**src/rtl/lnasm_pkg.sv**
```systemverilog
// ----------------------------------------------------------------------------
// lnasm_pkg
// Shared constants and control types of the line assembler.
// ----------------------------------------------------------------------------
package lnasm_pkg;

  localparam int unsigned LINE_DEPTH_DEFAULT = 64;
  localparam int unsigned MAX_LINE = 64;

  localparam int unsigned BYTE_W = 8;
  localparam int unsigned KIND_W = 2;
  localparam int unsigned LEN_W = 6;
  localparam int unsigned LIMIT_W = 7;
  localparam int unsigned CFG_IDX_W = 1;
  localparam int unsigned CFG_DATA_W = 8;

  localparam logic [CFG_IDX_W-1:0] CFG_TERMINATOR = 1'b0;
  localparam logic [CFG_IDX_W-1:0] CFG_LINE_LIMIT = 1'b1;

  localparam logic [BYTE_W-1:0] TERMINATOR_RESET = 8'd0;
  localparam logic [LIMIT_W-1:0] LIMIT_RESET = 7'd64;
  localparam logic [LIMIT_W-1:0] LIMIT_MIN = 7'd2;

  localparam logic [KIND_W-1:0] KIND_CHAR = 2'd0;
  localparam logic [KIND_W-1:0] KIND_LINE = 2'd1;
  localparam logic [KIND_W-1:0] KIND_OVER = 2'd2;

  typedef struct packed {
    logic capture;
    logic store_char;
    logic start_run;
    logic load_char;
    logic load_empty;
    logic load_run;
    logic advance;
    logic finish;
  } cmd_t;

  typedef struct packed {
    logic is_term;
    logic is_full;
    logic count_zero;
    logic out_free;
    logic run_last;
  } stat_t;

endpackage

```
**src/rtl/lnasm_ctrl.sv**
```systemverilog
// ----------------------------------------------------------------------------
// lnasm_ctrl
// Sequencer that classifies each byte and steps through line read-out.
// ----------------------------------------------------------------------------
module lnasm_ctrl (
  input  logic              clk_i,
  input  logic              rst_ni,
  input  logic              in_valid_i,
  output logic              in_stall_o,
  input  lnasm_pkg::stat_t  stat_i,
  output lnasm_pkg::cmd_t   cmd_o
);

  typedef enum logic [2:0] {
    S_IDLE,
    S_CLASSIFY,
    S_CHAR,
    S_EMPTY,
    S_RD,
    S_SHOW
  } state_e;

  state_e state_q, state_d;

  always_comb begin
    state_d = state_q;
    cmd_o = '0;
    unique case (state_q)
      S_IDLE: begin
        if (in_valid_i) begin
          cmd_o.capture = 1'b1;
          state_d = S_CLASSIFY;
        end
      end
      S_CLASSIFY: begin
        if (stat_i.is_term && stat_i.count_zero) begin
          state_d = S_EMPTY;
        end else if (stat_i.is_term || stat_i.is_full) begin
          cmd_o.start_run = 1'b1;
          state_d = S_RD;
        end else begin
          cmd_o.store_char = 1'b1;
          state_d = S_CHAR;
        end
      end
      S_CHAR: begin
        if (stat_i.out_free) begin
          cmd_o.load_char = 1'b1;
          state_d = S_IDLE;
        end
      end
      S_EMPTY: begin
        if (stat_i.out_free) begin
          cmd_o.load_empty = 1'b1;
          state_d = S_IDLE;
        end
      end
      S_RD: begin
        state_d = S_SHOW;
      end
      S_SHOW: begin
        if (stat_i.out_free) begin
          cmd_o.load_run = 1'b1;
          if (stat_i.run_last) begin
            cmd_o.finish = 1'b1;
            state_d = S_IDLE;
          end else begin
            cmd_o.advance = 1'b1;
            state_d = S_RD;
          end
        end
      end
      default: begin
        state_d = S_IDLE;
      end
    endcase
  end

  always_ff @(posedge clk_i or negedge rst_ni) begin
    if (!rst_ni) begin
      state_q <= S_IDLE;
    end else begin
      state_q <= state_d;
    end
  end

  assign in_stall_o = (state_q != S_IDLE);

endmodule

```
**src/rtl/lnasm_dp.sv**
```systemverilog
// ----------------------------------------------------------------------------
// lnasm_dp
// Line store, count, configuration registers and the output register.
// ----------------------------------------------------------------------------
module lnasm_dp #(
  parameter int unsigned LINE_DEPTH = lnasm_pkg::LINE_DEPTH_DEFAULT
) (
  input  logic                                clk_i,
  input  logic                                rst_ni,
  input  logic                                cfg_we_i,
  input  logic [lnasm_pkg::CFG_IDX_W-1:0]     cfg_idx_i,
  input  logic [lnasm_pkg::CFG_DATA_W-1:0]    cfg_data_i,
  input  logic [lnasm_pkg::BYTE_W-1:0]        rx_byte_i,
  input  lnasm_pkg::cmd_t                     cmd_i,
  output lnasm_pkg::stat_t                    stat_o,
  output logic                                out_valid_o,
  input  logic                                out_stall_i,
  output logic [lnasm_pkg::KIND_W-1:0]        event_kind_o,
  output logic [lnasm_pkg::BYTE_W-1:0]        data_byte_o,
  output logic [lnasm_pkg::LEN_W-1:0]         line_length_o,
  output logic                                last_of_run_o
);

  localparam int unsigned STORE_DEPTH =
      (LINE_DEPTH < lnasm_pkg::MAX_LINE) ? LINE_DEPTH : lnasm_pkg::MAX_LINE;
  localparam int unsigned AW = (STORE_DEPTH > 1) ? $clog2(STORE_DEPTH) : 1;
  localparam logic [lnasm_pkg::LIMIT_W-1:0] LIMIT_TOP =
      lnasm_pkg::LIMIT_W'(STORE_DEPTH);

  logic [lnasm_pkg::BYTE_W-1:0]  term_q;
  logic [lnasm_pkg::LIMIT_W-1:0] limit_q;
  logic [lnasm_pkg::LIMIT_W-1:0] eff_limit;
  logic [lnasm_pkg::LEN_W-1:0]   count_q;
  logic [lnasm_pkg::LEN_W-1:0]   idx_q;
  logic [lnasm_pkg::BYTE_W-1:0]  byte_q;
  logic [lnasm_pkg::KIND_W-1:0]  kind_q;
  logic [lnasm_pkg::BYTE_W-1:0]  rd_data_q;
  logic [lnasm_pkg::BYTE_W-1:0]  mem [STORE_DEPTH];
  logic                          mem_we;
  logic [AW-1:0]                 mem_waddr;

  logic                          out_valid_q;
  logic [lnasm_pkg::KIND_W-1:0]  out_kind_q;
  logic [lnasm_pkg::BYTE_W-1:0]  out_data_q;
  logic [lnasm_pkg::LEN_W-1:0]   out_len_q;
  logic                          out_last_q;

  always_comb begin
    priority if (limit_q < lnasm_pkg::LIMIT_MIN) begin
      eff_limit = lnasm_pkg::LIMIT_MIN;
    end else if (limit_q > LIMIT_TOP) begin
      eff_limit = LIMIT_TOP;
    end else begin
      eff_limit = limit_q;
    end
  end

  assign stat_o.is_term    = (byte_q == term_q);
  assign stat_o.is_full    = ({1'b0, count_q} + 7'd1) >= eff_limit;
  assign stat_o.count_zero = (count_q == '0);
  assign stat_o.out_free   = !out_valid_q || !out_stall_i;
  assign stat_o.run_last   = ({1'b0, idx_q} + 7'd1) == {1'b0, count_q};

  always_ff @(posedge clk_i or negedge rst_ni) begin
    if (!rst_ni) begin
      term_q  <= lnasm_pkg::TERMINATOR_RESET;
      limit_q <= lnasm_pkg::LIMIT_RESET;
      count_q <= '0;
    end else begin
      if (cfg_we_i) begin
        unique case (cfg_idx_i)
          lnasm_pkg::CFG_TERMINATOR: term_q <= cfg_data_i;
          lnasm_pkg::CFG_LINE_LIMIT: limit_q <= cfg_data_i[lnasm_pkg::LIMIT_W-1:0];
          default: term_q <= term_q;
        endcase
      end
      if (cfg_we_i && (cfg_idx_i == lnasm_pkg::CFG_LINE_LIMIT)) begin
        count_q <= '0;
      end else if (cmd_i.store_char) begin
        count_q <= count_q + 6'd1;
      end else if (cmd_i.load_empty) begin
        count_q <= '0;
      end else if (cmd_i.finish) begin
        count_q <= (kind_q == lnasm_pkg::KIND_OVER) ? 6'd1 : 6'd0;
      end
    end
  end

  always_ff @(posedge clk_i) begin
    if (cmd_i.capture) begin
      byte_q <= rx_byte_i;
    end
    if (cmd_i.start_run) begin
      kind_q <= stat_o.is_term ? lnasm_pkg::KIND_LINE : lnasm_pkg::KIND_OVER;
      idx_q  <= '0;
    end else if (cmd_i.advance) begin
      idx_q <= idx_q + 6'd1;
    end
  end

  assign mem_we    = cmd_i.store_char || (cmd_i.finish && (kind_q == lnasm_pkg::KIND_OVER));
  assign mem_waddr = cmd_i.store_char ? count_q[AW-1:0] : '0;

  always_ff @(posedge clk_i) begin
    if (mem_we) begin
      mem[mem_waddr] <= byte_q;
    end
    rd_data_q <= mem[idx_q[AW-1:0]];
  end

  always_ff @(posedge clk_i or negedge rst_ni) begin
    if (!rst_ni) begin
      out_valid_q <= 1'b0;
    end else if (cmd_i.load_char || cmd_i.load_empty || cmd_i.load_run) begin
      out_valid_q <= 1'b1;
    end else if (!out_stall_i) begin
      out_valid_q <= 1'b0;
    end
  end

  always_ff @(posedge clk_i) begin
    if (cmd_i.load_char) begin
      out_kind_q <= lnasm_pkg::KIND_CHAR;
      out_data_q <= byte_q;
      out_len_q  <= count_q;
      out_last_q <= 1'b1;
    end else if (cmd_i.load_empty) begin
      out_kind_q <= lnasm_pkg::KIND_LINE;
      out_data_q <= '0;
      out_len_q  <= '0;
      out_last_q <= 1'b1;
    end else if (cmd_i.load_run) begin
      out_kind_q <= kind_q;
      out_data_q <= rd_data_q;
      out_len_q  <= count_q;
      out_last_q <= stat_o.run_last;
    end
  end

  assign out_valid_o   = out_valid_q;
  assign event_kind_o  = out_kind_q;
  assign data_byte_o   = out_data_q;
  assign line_length_o = out_len_q;
  assign last_of_run_o = out_last_q;

endmodule

```
**src/rtl/line_assembler_with_overflow.sv**
```systemverilog
// ----------------------------------------------------------------------------
// line_assembler_with_overflow
// Builds text lines from received bytes and reports them as event runs.
//
// Bytes enter on the input channel (in_valid_i, in_stall_o, rx_byte_i), one
// item at a time. Each accepted byte produces one or more events on the output
// channel (out_valid_o, out_stall_i and the event fields); the final event of
// a byte carries last_of_run_o. A byte equal to the terminator reports the
// stored line, one event per byte, or one empty-line event if none is stored.
// A byte that meets the line limit reports the stored line as an overflow run
// and starts the next line; any other byte is echoed once. Each run byte is
// read from the line store, then placed in the output register. The next byte
// is taken once the last event of the previous byte is in the output register,
// even while that event still waits to be transferred. When the receiver
// stalls, the output register holds its event and the sequencer waits. Reset
// clears the count, the terminator to zero and the line limit to 64; the store
// contents are not cleared. Configuration must be written through cfg_we_i,
// cfg_idx_i and cfg_data_i only while the block is idle; this is not enforced.
// ----------------------------------------------------------------------------
module line_assembler_with_overflow #(
  parameter int unsigned LINE_DEPTH = lnasm_pkg::LINE_DEPTH_DEFAULT
) (
  input  logic                             clk_i,
  input  logic                             rst_ni,
  input  logic                             cfg_we_i,
  input  logic [lnasm_pkg::CFG_IDX_W-1:0]  cfg_idx_i,
  input  logic [lnasm_pkg::CFG_DATA_W-1:0] cfg_data_i,
  input  logic                             in_valid_i,
  output logic                             in_stall_o,
  input  logic [lnasm_pkg::BYTE_W-1:0]     rx_byte_i,
  output logic                             out_valid_o,
  input  logic                             out_stall_i,
  output logic [lnasm_pkg::KIND_W-1:0]     event_kind_o,
  output logic [lnasm_pkg::BYTE_W-1:0]     data_byte_o,
  output logic [lnasm_pkg::LEN_W-1:0]      line_length_o,
  output logic                             last_of_run_o
);

  lnasm_pkg::cmd_t  cmd;
  lnasm_pkg::stat_t stat;

  lnasm_ctrl u_ctrl (
    .clk_i      (clk_i),
    .rst_ni     (rst_ni),
    .in_valid_i (in_valid_i),
    .in_stall_o (in_stall_o),
    .stat_i     (stat),
    .cmd_o      (cmd)
  );

  lnasm_dp #(
    .LINE_DEPTH (LINE_DEPTH)
  ) u_dp (
    .clk_i         (clk_i),
    .rst_ni        (rst_ni),
    .cfg_we_i      (cfg_we_i),
    .cfg_idx_i     (cfg_idx_i),
    .cfg_data_i    (cfg_data_i),
    .rx_byte_i     (rx_byte_i),
    .cmd_i         (cmd),
    .stat_o        (stat),
    .out_valid_o   (out_valid_o),
    .out_stall_i   (out_stall_i),
    .event_kind_o  (event_kind_o),
    .data_byte_o   (data_byte_o),
    .line_length_o (line_length_o),
    .last_of_run_o (last_of_run_o)
  );

endmodule

```
**config.mk**
```make
export PLATFORM = sky130hd
export DESIGN_NAME = line_assembler_with_overflow
export DESIGN_NICKNAME = d
export VERILOG_FILES = /design/src/rtl/lnasm_pkg.sv /design/src/rtl/lnasm_ctrl.sv /design/src/rtl/lnasm_dp.sv /design/src/rtl/line_assembler_with_overflow.sv
export SDC_FILE = /design/constraint.sdc
export NUM_CORES = 1
export LEC_CHECK = 0
export CORE_UTILIZATION = 40
export CTS_BUF_LIST = sky130_fd_sc_hd__clkbuf_16
export DETAILED_ROUTE_END_ITERATION = 12
export DONT_BUFFER_PORTS = 1
export GPL_ROUTABILITY_DRIVEN = 0
export GPL_TIMING_DRIVEN = 0
export PLACE_DENSITY = 0.65
export SYNTH_ARGS = -nofsm -noshare
export SYNTH_HDL_FRONTEND = slang
export SYNTH_SLANG_ARGS = --single-unit
```
**constraint.sdc**
```tcl
create_clock -name clk_i -period 3.94 [get_ports clk_i]
set_input_delay 0.197 -clock clk_i [delete_from_list [all_inputs] [get_ports clk_i]]
set_output_delay 0.197 -clock clk_i [all_outputs]
set_load 0.01 [all_outputs]
```
### Yosys cells after proc, flatten, opt, wreduce, memory -nomap -nowiden

Memory sizes are Yosys's and may differ from the RTL's. A register that Yosys moved wholly into a read port is not among the register bits.
Cells that the tools add are included.

* register bits after elaboration: 58
* bits in writable memories: 512
* input bits: 22
* output and inout port bits: 19
* word-level logic and storage cells: 96
* memories: 1

* $add $sub $neg: 4
* magnitude comparators: 3
* equality and inequality tests: 12
* muxes and demuxes: 41
* bitwise gates (word level): 1
* reduce and logical (&&, ||, !) cells: 21

Memories
* u_dp.mem: words 64, width 8, rd ports 1, clocked after memory_dff 1, wr ports 1, RTL line lnasm_dp.sv:38 `logic [lnasm_pkg::BYTE_W-1:0] mem [STORE_DEPTH];`

Operator list (number)
* 6-bit 2-to-1 mux: 8
* 3-bit 2-to-1 mux: 8
* 8-bit 2-to-1 mux: 3
* 1-bit 2-to-1 mux: 16
* 3-bit one-hot mux with 5 select lines: 1
* 6-bit by 1-bit adder with 7-bit output (second input constant): 2
* 7-bit 2-to-1 mux: 2
* 6-bit by 1-bit adder with 6-bit output (second input constant): 2
* 8-bit == test: 1
* 7-bit by 6-bit == test with 1-bit output: 1
* 7-bit >= comparator: 1
* 7-bit greater-than comparator (second input constant): 1
* 7-bit by 2-bit < comparator with 1-bit output (second input constant): 1
* 3-bit by 2-bit == test with 1-bit output (second input constant): 2
* 3-bit == test (second input constant): 2
* 6-bit zero test: 1
* 2-bit 2-to-1 mux: 3
* 3-bit nonzero test: 2
* 1-bit logical OR: 5
* 2-bit by 1-bit != test with 1-bit output (second input constant): 2
* 2-bit != test (second input constant): 2
* 2-bit AND reduction: 2
* 4-bit nonzero test: 1
* 2-bit OR reduction: 2
* other kinds (8): 11

### Longest topological paths before layout

Gate-level depths: netlist of run 1.

* word-level depth: 11
* depth in mapped cells: 14
* depth with buffers taken out: 10

### Modules after synthesis

Synthesis of run 1 repeated with hierarchy kept, for this count alone.

* cell total of the unflattened synthesis: 1165
* area, all modules: 22897.0 um^2

By module, submodules not included
* lnasm_dp: times used 1, cells each 1135, area each 22651.7 um^2
* lnasm_ctrl: times used 1, cells each 30, area each 245.2 um^2

### Worst setup path after synthesis of run 1

Ideal clock, no wire load.

* path type: register to register
* from: register u_dp.limit_q[3] (netlist name)
* to: memory u_dp.mem[33][0] (netlist name), enable pin
* setup time: 0.395 ns
* arrival time: 3.555 ns
* required time: 3.545 ns
* path slack: -0.009 ns
* cell stages (with the launch flop): 13
* path buffers: 3
* cells stage by stage: dfrtp_1 -> or4_1 -> nor2_1 -> nor3b_1 -> ha_1 -> nand2b_4 -> a2111oi_4 -> o31ai_1 -> or3_1 -> buf_2 -> buf_2 -> buf_2 -> nor4_1

* word-level cells in the longest chain between the ends: 11

Ends and longest elaborated chain
* start: declaration: RTL line lnasm_dp.sv:31 `logic [lnasm_pkg::LIMIT_W-1:0] limit_q;`
* start signal: assignment: RTL line lnasm_dp.sv:67 `limit_q <= lnasm_pkg::LIMIT_RESET;`
* start signal: assignment: RTL line lnasm_dp.sv:73 `lnasm_pkg::CFG_LINE_LIMIT: limit_q <= cfg_data_i[lnasm_pkg::LIMIT_W-1:0];`
* 7-bit greater-than comparator: RTL line lnasm_dp.sv:51 `end else if (limit_q > LIMIT_TOP) begin`
* 7-bit 2-to-1 mux: RTL line lnasm_dp.sv:51
* 7-bit 2-to-1 mux *: RTL line lnasm_dp.sv:49 `priority if (limit_q < lnasm_pkg::LIMIT_MIN) begin`
* 7-bit >= comparator *: RTL line lnasm_dp.sv:59 `assign stat_o.is_full = ({1'b0, count_q} + 7'd1) >= eff_limit;`
* 1-bit logical OR *: RTL line lnasm_ctrl.sv:38 `end else if (stat_i.is_term || stat_i.is_full) begin`
* 1-bit 2-to-1 mux *: RTL line lnasm_ctrl.sv:38
* 2-bit 2-to-1 mux *: RTL line lnasm_ctrl.sv:36 `if (stat_i.is_term && stat_i.count_zero) begin`
* 2-bit 2-to-1 mux *: RTL line lnasm_ctrl.sv:28 `unique case (state_q)`
* 1-bit logical OR: RTL line lnasm_dp.sv:101 `assign mem_we = cmd_i.store_char || (cmd_i.finish && (kind_q == lnasm_pkg::KIND_OVER));`
* 1-bit 2-to-1 mux: RTL line lnasm_dp.sv:105 `if (mem_we) begin`
* 1-bit 2-to-1 mux (not written as such): RTL line lnasm_dp.sv:106 `mem[mem_waddr] <= byte_q;`
* end: declaration: RTL line lnasm_dp.sv:38

Mark *: on every way between the ends. The rest lies on a longest branch, timed or not.

### Worst setup path after layout of run 1

* from: register u_dp.limit_q[3] (netlist name)
* to: memory u_dp.mem[43][4] (netlist name), enable pin

The elaborated chain is that of the path after synthesis.

==> flow_results.org, run 1 <==
** Timing
- Measured against its own limit, the worst slew margin works out to 10.7%.
- Across all setup checks in the final design, the least slack found is 0.151 ns.
- Ratio of final minimum period to clock period :: 96.2%
- Setup violations remaining at the end of the flow were counted as 0.
- Slew of the pin with the lowest slew margin :: 1.34 ns
- Number of endpoints with negative hold slack in the final report :: 0
- Maximum operating frequency :: 0.264 GHz
- Worst clock skew :: 0.0338 ns
- The clock period could shrink to 3.79 ns.
- The final number of max-transition violations is 0.

** Yosys
- Proportion of synthesized chip area in sequential cells :: 74.2%
- Synth unique cells :: 59
- edfxtp_1 is the most common cell in the netlist.
- Synthesis produced a netlist whose cell count is 1150.
- The synthesized design contains 536 enable-type register cells.
- Avg Cell Area, Syn :: 20.0 µm²
- Cells taking the most area after synthesis :: edfxtp_1 (70%), mux4_2 (14%), dfrtp_1 (2.6%)
- Post-synthesis instance area :: 23000 µm²
- Portion of synthesized cell area occupied by the leading cell type :: 70.0%
- Synth cell count leaders :: edfxtp_1 (536), mux4_2 (146), nor2_1 (57), nand2_1 (37), clkbuf_1 (28)
- Mapped Nets :: 1182
- Dominant cell type by area after synthesis :: edfxtp_1
- Register bit count reported by yosys :: 578
- Most used flip-flop cell after synthesis :: edfxtp_1
- Share of synthesized registers carrying an async set or reset :: 4.33%
- Number of synthesis warnings :: 0

** Global route
- After global routing the overflow that remains totals 0.
- Global-route wire length before repair :: 82.0 mm
- Pin count of the biggest net entering global routing :: 37
- Number of global-route vias before repair :: 12100
- Antenna violations before repair :: 3
- GRT Util Overall :: 19.3%

** Drt
- Number of vias after detailed routing :: 12000
- 1st-iter DRT viols :: 1399
- Number of DRC violations after detailed routing :: 0
- DR vias/cell :: 5.74
- DRT antenna net count :: 0
- After detailed routing, the total wire length is 55.6 mm.
- First-pass iteration count of the detailed router :: 5
- WL per Instance :: 26.6 µm

** Job
- Number of maximum-capacitance constraint violations :: 0

** Min path
- The worst hold path begins at cfg_we_i.
- For hold timing, the worst endpoint is u_dp.limit_q[6].
- The min-delay analysis places its worst path in the category input pin to flop.
- Worst hold stages :: 2

** Setup path
- Largest fanout of any net on the critical path :: 8
- Data on the critical path arrives at its endpoint at 4.11 ns.
- STA classifies the critical path endpoint as a flop.
- The number of cells on the worst reg-to-reg path is 13.
- The startpoint identified for the worst register-to-register timing path is u_dp.limit_q[3].
- The critical path is of the flop to flop type.
- Capture point of the worst reg-to-reg path :: u_dp.mem[43][4]
- Required @ worst endpoint :: 4.26 ns
- Across all register-to-register paths, the minimum setup slack is 0.15 ns.
- Type of origin of the critical path :: flop

** Clock network
- In this run the deepest clock path goes through 3 buffers.
- Cell chosen for the clock root :: clkbuf_16
- After clock tree synthesis, the clock-pin slew on the worst setup and hold paths is 0.06 ns.
- CTS tree :: built
- The H-tree generated during clock tree synthesis spans 2 levels.
- Number of sinks on the clock net :: 578
- Counting the buffers created by CTS gives 56.
- Clock network latency to the later pin of the worst-skew pair :: 0.62 ns

** Cells and area
- The filler cells instantiated in the layout total 4579.
- Area grow syn2layout :: 19.4%
- The post-route netlist has 31.4% of its cells at a drive strength greater than 1.
- After the last flow step, the layout net total stands at 1314.
- Cells fill 48.5% of the core in the end.
- The repair_antennas step left the layout with diodes totalling 0.

** Floorplan
- The die is 242 µm wide.
- IO Pins :: 41
- The die is 242 µm tall.
- Area of the core :: 56600 µm²
- For this configuration, the core starts out at a cell density of 40.6%.
- The floorplan step defined a die boundary enclosing 58400 µm².
- Placement Rows :: 87

** Placement
- Post-placement setup slack :: -0.867 ns
- DP Wirelength :: 37.0 mm
- Buffers placed on the I/O ports in this run total 0.

** Status
- The run finished with clean final reports.

** Power and ir drop
- The worst-case IR drop observed on VDD is 0.395 mV.
- Total power :: 16000 µW
- Dividing total power by cell area gives a power density of 582 nW/µm².
- Leakage power of the design :: 0.00858 µW
-- placed cells by master (no fill, tap or decap), drive strengths merged, types with 4 or more instances in the layout --
master       synthesis  routed
dfxtp               17      17
or3                 10      10
or2                  6       6
bufinv               0       4
mux4               146     146
nor4                11      11
nand2b               9       9
a21oi               11      11
inv                  6      25
nand3               13      13
ha                  10      10
clkbuf              28      81
xnor2               13      13
a31oi                4       4
nor2b               12      12
edfxtp             536     536
a211oi               8       8
a22o                 8       8
a22oi                7       7
o22ai               15      15
buf                 40      94
nand2               37      37
nor3                16      16
mux2i                7       7
nor2                65      65
xor2                 8       8
and2                 4       4
o21ai               23      23
dlygate4sd3          0      24
clkinv               0      23
dfrtp               24      24
nand3b               4       4
mux2                19      19
-- metrics by stage --
stage          TNS (ns)  cell area [µm²]  instances  hold WS, ns
2_1_floorplan    -0.148            23000       1150      -0.0986
3_3_place_gp    -517.21            23900       1906      -0.0981
3_5_place_dp    -271.01            24600       1936      -0.0981
4_1_cts           -9.33            27200       2079      0.00147
5_1_grt          -0.130            27400       2086       0.0338
6_report              0            27400       2086       0.0404
-- worst max path at each step --
stage	from	end	slack, ns	depth (start not counted)
after detailed placement	u_dp.count_q[1]	u_dp.mem[21][2]	-0.87	13
after CTS	u_dp.count_q[0]	u_dp.mem[9][2]	-0.15	12
after global routing	u_dp.count_q[0]	u_dp.mem[61][3]	-0.01	14
after global placement	u_dp.byte_q[1]	u_dp.mem[36][3]	-1.93	8
after floorplan	u_dp.limit_q[3]	u_dp.mem[33][0]	-0.009	12
final	u_dp.limit_q[3]	u_dp.mem[43][4]	0.15	13
-- final cells by class --
class,count,area (µm²),share of cell area (%)
sequential,578,17100,62.2
multi-input combinational,498,6130,22.3
clock buffer,57,1430,5.20
timing repair buffer,78,1170,4.27
tap,756,946,3.45
buffer,64,355,1.29
clock inverter,49,327,1.19
inverter,6,22.5,0.0821
-- worst max-delay path, cell delays in order, from the launching register on --
cell,delay (ns)
dfrtp_1,0.39
or4_1,0.53
nor2_2,0.12
nor3b_1,0.06
ha_1,0.26
nand2b_4,0.15
a2111oi_4,0.34
o31ai_1,0.14
or3_1,0.31
buf_2,0.17
or3_1,0.33
buf_2,0.30
nor2_4,0.22
buf_12,0.17
-- metal layers --
layer,wire [µm],vias up,GRT usage (%)
li1,-,5004,-
met1,22200,6350,26.0
met2,27000,505,31.0
met3,4570,118,4.06
met4,1800,4,6.83
met5,26,-,0
-- registers in the layout (all words and copies together) (netlist names), 2 cells and up --
register,count
u_ctrl.state_q,3
u_dp.byte_q,8
u_dp.count_q,6
u_dp.data_byte_o,8
u_dp.event_kind_o,2
u_dp.idx_q,6
u_dp.kind_q,2
u_dp.limit_q,7
u_dp.line_length_o,6
u_dp.mem,512
u_dp.rd_data_q,8
u_dp.term_q,8
-- report_power, final --
| group | switching (µW) | total, µW | internal [µW] |
|---|---|---|---|
| logic | 1920 | 3340 | 1420 |
| clock network | 2260 | 5140 | 2880 |
| registers | 207 | 7480 | 7280 |
| total | 4390 | 16000 | 11600 |
-- kinds of logic (layout without fill, tap and decap cells) --
group | count (synthesis) | after routing | synth area share (%)
flops | 578 | 578 | 74.2
simple gates | 200 | 200 | 4.41
mux | 172 | 172 | 15.5
compound gates | 95 | 95 | 2.86
buf+inv | 74 | 254 | 1.62
xor+xnor | 21 | 21 | 0.800
fa+ha+maj | 10 | 10 | 0.544
-- timing repair --
item                                    CTS  global route
endpoints found under the setup margin  511           482
hold buffers                             25             0
hold endpoints to repair                 55             0
pin swaps                                16            11
buffers inserted                         15             8
gates resized for setup                  98            28
(Power assumes the default switching activity.)
==> run 2: changes to the inputs <==
--- a/config.mk
+++ b/config.mk
@@ -5,13 +5,13 @@
 export SDC_FILE = /design/constraint.sdc
 export NUM_CORES = 1
 export LEC_CHECK = 0
-export CORE_UTILIZATION = 40
+export CORE_UTILIZATION = 35
 export CTS_BUF_LIST = sky130_fd_sc_hd__clkbuf_16
 export DETAILED_ROUTE_END_ITERATION = 12
 export DONT_BUFFER_PORTS = 1
 export GPL_ROUTABILITY_DRIVEN = 0
 export GPL_TIMING_DRIVEN = 0
-export PLACE_DENSITY = 0.65
+export PLACE_DENSITY = 0.6
 export SYNTH_ARGS = -nofsm -noshare
 export SYNTH_HDL_FRONTEND = slang
 export SYNTH_SLANG_ARGS = --single-unit
==> run 2 against run 1 <==
Against the previous run:
- power down 0.89%
- register-to-register slack got worse by 0.04 ns
- clock-buffer cell count rose by 4
- utilization shrank 5.9 points
- clock skew down 0.010 ns
- cell count rose by 4.7%
- global-route usage shrank 2.1 points
- critical path type unchanged
- critical endpoint is now u_dp.mem[9][1]
- largest power group unchanged
==> flow_results.org, run 2 (synthesized netlist as in run 1, its figures left out) <==
** Setup path
- The worst setup path is captured at a flop.
- Arrival time at the worst endpoint :: 4.05 ns (-0.06 ns)
- Number of cells on the worst reg-to-reg path :: 10 (-3)
- Kind of critical path :: flop to flop
- Largest fanout of any net on the critical path :: 10 (+2)
- The worst setup path is launched from a flop.
- Required @ worst endpoint :: 4.17 ns (-0.09 ns)

** Drt
- The met2 routed wirelength came to 26.8 mm (-0.88%).
- The total routed wire length on the met1 layer came to 23.7 mm (+7.0%).
- The average wire per standard cell was 25.9 µm (-2.6%).
- The total wirelength of the detailed-routed design was 56.6 mm (+1.9%).
- Number of DRC violations after detailed routing :: 0 (unchanged)
- Met3 routed WL :: 4.23 mm (-7.4%)
- First-pass iteration count of the detailed router :: 5 (unchanged)
- DRT antenna net count :: 0 (unchanged)
- Number of vias after detailed routing :: 11800 (-1.3%)
- The ratio of routed vias to standard cells was 5.42 (-5.7%).
- The starting DRC count in detailed routing was 1335 (-4.6%).
- Top layer in use :: met5

** Clock network
- H-tree level count :: 2 (unchanged)
- Number of sinks on the clock net :: 578 (unchanged)
- The clock insertion delay at the later pin of the skew report is 0.61 ns (about the same).
- Number of buffers created by CTS :: 58 (+3.6%)
- The worst-case clock buffer depth is 3 (unchanged).
- Cell chosen for the clock root :: clkbuf_16
- The clock slew seen by the registers of the worst setup and hold paths is 0.06 ns (about the same).
- CTS tree :: built

** Floorplan
- Area of the core :: 64700 µm² (+14%)
- The number of top-level pins was 41 (unchanged).
- Placement Rows :: 93 (+6.9%)
- Area of the die :: 66700 µm² (+14%)
- The chip width came to 258 µm (+6.8%).
- The starting density of the core is 35.5% (-5.1 points).
- The overall die height came to 258 µm (+6.8%).

** Global route
- The via count of the first global-routing pass came to 11900 (-1.2%).
- The global-route congestion overflow total was 0 (unchanged).
- The wire length of the first global-routing pass is 82.9 mm (+1.1%).
- The pin count of the biggest net entering global routing was 32 (-14%).
- The global routing usage summed across all routing layers is 17.2% (-2.1 points).
- The number of antenna violations at the first check in global routing came to 1 (-2).

** Min path
- In this run the worst hold path is classified as input pin to asynchronous set/reset pin.

** Cells and area
- Most common cell after layout, fill and taps aside :: edfxtp_1
- The area used by sequential logic in the layout is 17100 µm² (about the same).
- Layout cell share with drive strength beyond 1 :: 30.9% (-0.56 points)
- Area grow syn2layout :: 19.8%
- The filler cell count is 5603 (+22%).
- Antenna diodes :: 0 (unchanged)
- Commonest cells after routing, fill and taps aside :: edfxtp_1 (536), mux4_2 (146), clkbuf_16 (61), nor2_4 (41), nand2_1 (37)
- The final layout net count came to 1316 (+0.15%).
- The area of combinational cells with multiple inputs was 6090 µm² (-0.69%).
- The utilization of the core after routing came to 42.6% (-5.9 points).
- Max FFs per register :: 512 (unchanged)
- More flip-flops sit in one register than any other, and that register is u_dp.mem.

** Placement
- The number of port buffers came to 0 (unchanged).
- Post-placement setup slack :: -0.872 ns (-0.00472 ns)
- The detailed placement HPWL was 38.1 mm (+2.8%).

** Timing
- The worst max-slew margin expressed relative to the limit is 14.5% (+3.8 points).
- The final clock skew came to 0.0236 ns (-0.0102 ns).
- Setup slack of the critical path after layout :: 0.114 ns (-0.0369 ns)
- The actual slew at the worst max-slew pin came to 1.28 ns (-0.0573 ns).
- Setup repair after global routing could not meet its margin everywhere.
- The final number of max-transition violations is 0 (unchanged).
- The final count of hold timing violations came to 0 (unchanged).
- Post-route minimum period :: 3.83 ns (+0.0369 ns)
- Maximum operating frequency :: 0.261 GHz (-0.96%)
- Ratio of final minimum period to clock period :: 97.1% (+0.94 points)
- The setup-violating endpoint count in the final report was 0 (unchanged).

** Power and ir drop
- Net Switching :: 4330 µW (-1.5%)
- Internal power component :: 11500 µW (-0.67%)
- The power density of the placed cells was 574 nW/µm² (-1.2%).
- Proportion of power drawn by flip-flops and latches :: 47.6% (+0.7 points)
- The proportion of power drawn by the clock network was 31.9% (-0.3 points).
- Largest voltage drop on the vdd net :: 0.389 mV (-1.4%)
- Leakage power of the design :: 0.00856 µW (-0.17%)
- Share of total power in combinational logic :: 20.5% (-0.4 points)
- Switching part of the total :: 27.4% (-0.16 points)

** Job
- The number of max-cap violations is 0 (unchanged).

** Status
- The run finished with clean final reports.
==> run 2: changes by cell type in the layout (fill, tap and decap cells not counted), moves of 3 or more <==
cell	previous run	this run
buf_12	14	21
buf_4	29	22
bufinv_16	4	1
clkbuf_16	57	61
clkinv_1	10	13
clkinv_2	13	6
nor2_2	2	5
nor2_4	45	41
==> run 2: per-layer routing <==
layer / global-route usage [%] / up-vias
li1: - / 4995
met4: 5.97 / 2
met1: 23.5 / 6259
met2: 27.4 / 459
met3: 3.59 / 110
met5: 0 / -
==> run 2: cell type report <==
cell class | count | area share [%]
multi-input combinational | 498 | 22.1
buffer | 65 | 1.28
clock inverter | 43 | 0.754
timing repair buffer | 77 | 4.39
tap | 855 | 3.88
inverter | 6 | 0.0818
sequential | 578 | 62.0
clock buffer | 61 | 5.54
==> run 2: power by group through the flow <==
stage / Combinational, µW / Sequential [µW] / Clock (µW)
3_5_place_dp: 3130 / 7670 / 0
4_1_cts: 3230 / 7540 / 5140
2_1_floorplan: 1840 / 7700 / 0
6_report: 3240 / 7540 / 5040
3_3_place_gp: 2610 / 7930 / 0
5_1_grt: 3450 / 7570 / 5360
==> run 2: path summary, 6_finish.rpt <==
check / from / to / slack [ns]
min reg2reg: u_dp.event_kind_o[1] / u_dp.event_kind_o[1] / 0.51
min: rst_ni / u_ctrl.state_q[2] / 0.03
min in group clk_i: cfg_idx_i / u_dp.term_q[0] / 0.16
max in group asynchronous: rst_ni / u_dp.limit_q[6] / 3.67
max reg2reg: u_dp.count_q[1] / u_dp.mem[9][1] / 0.11
max: u_dp.count_q[1] / u_dp.mem[9][1] / 0.11
==> run 2: through the flow <==
stage	hold WS, ns	area (µm²)	total power (µW)	setup TNS [ns]	cells
CTS	0.00951	27100	15900	-3.88	2165
global placement	-0.0981	24100	10500	-539.01	2005
detailed placement	-0.0982	24700	10800	-244.97	2033
floorplan	-0.0986	23000	9540	-0.148	1150
finish	0.0324	27500	15800	0	2183
global route	0.0320	27500	16400	-0.634	2183
==> run 2: worst max-delay path, stage by stage, from the launching register on <==
cell,delay (ns)
dfrtp_1,0.39
clkbuf_4,0.24
inv_1,0.29
ha_1,0.33
ha_1,0.32
a2111oi_4,0.29
o31ai_1,0.14
or3_1,0.30
buf_2,0.16
or2_1,0.39
nor2_2,0.59
==> run 2: timing repair <==
action,in CTS,in global routing
setup buffers,7,18
endpoints found under the hold margin,55,0
pin swaps,11,23
setup endpoints to repair,506,500
resized for setup,93,21
hold buffers,24,0
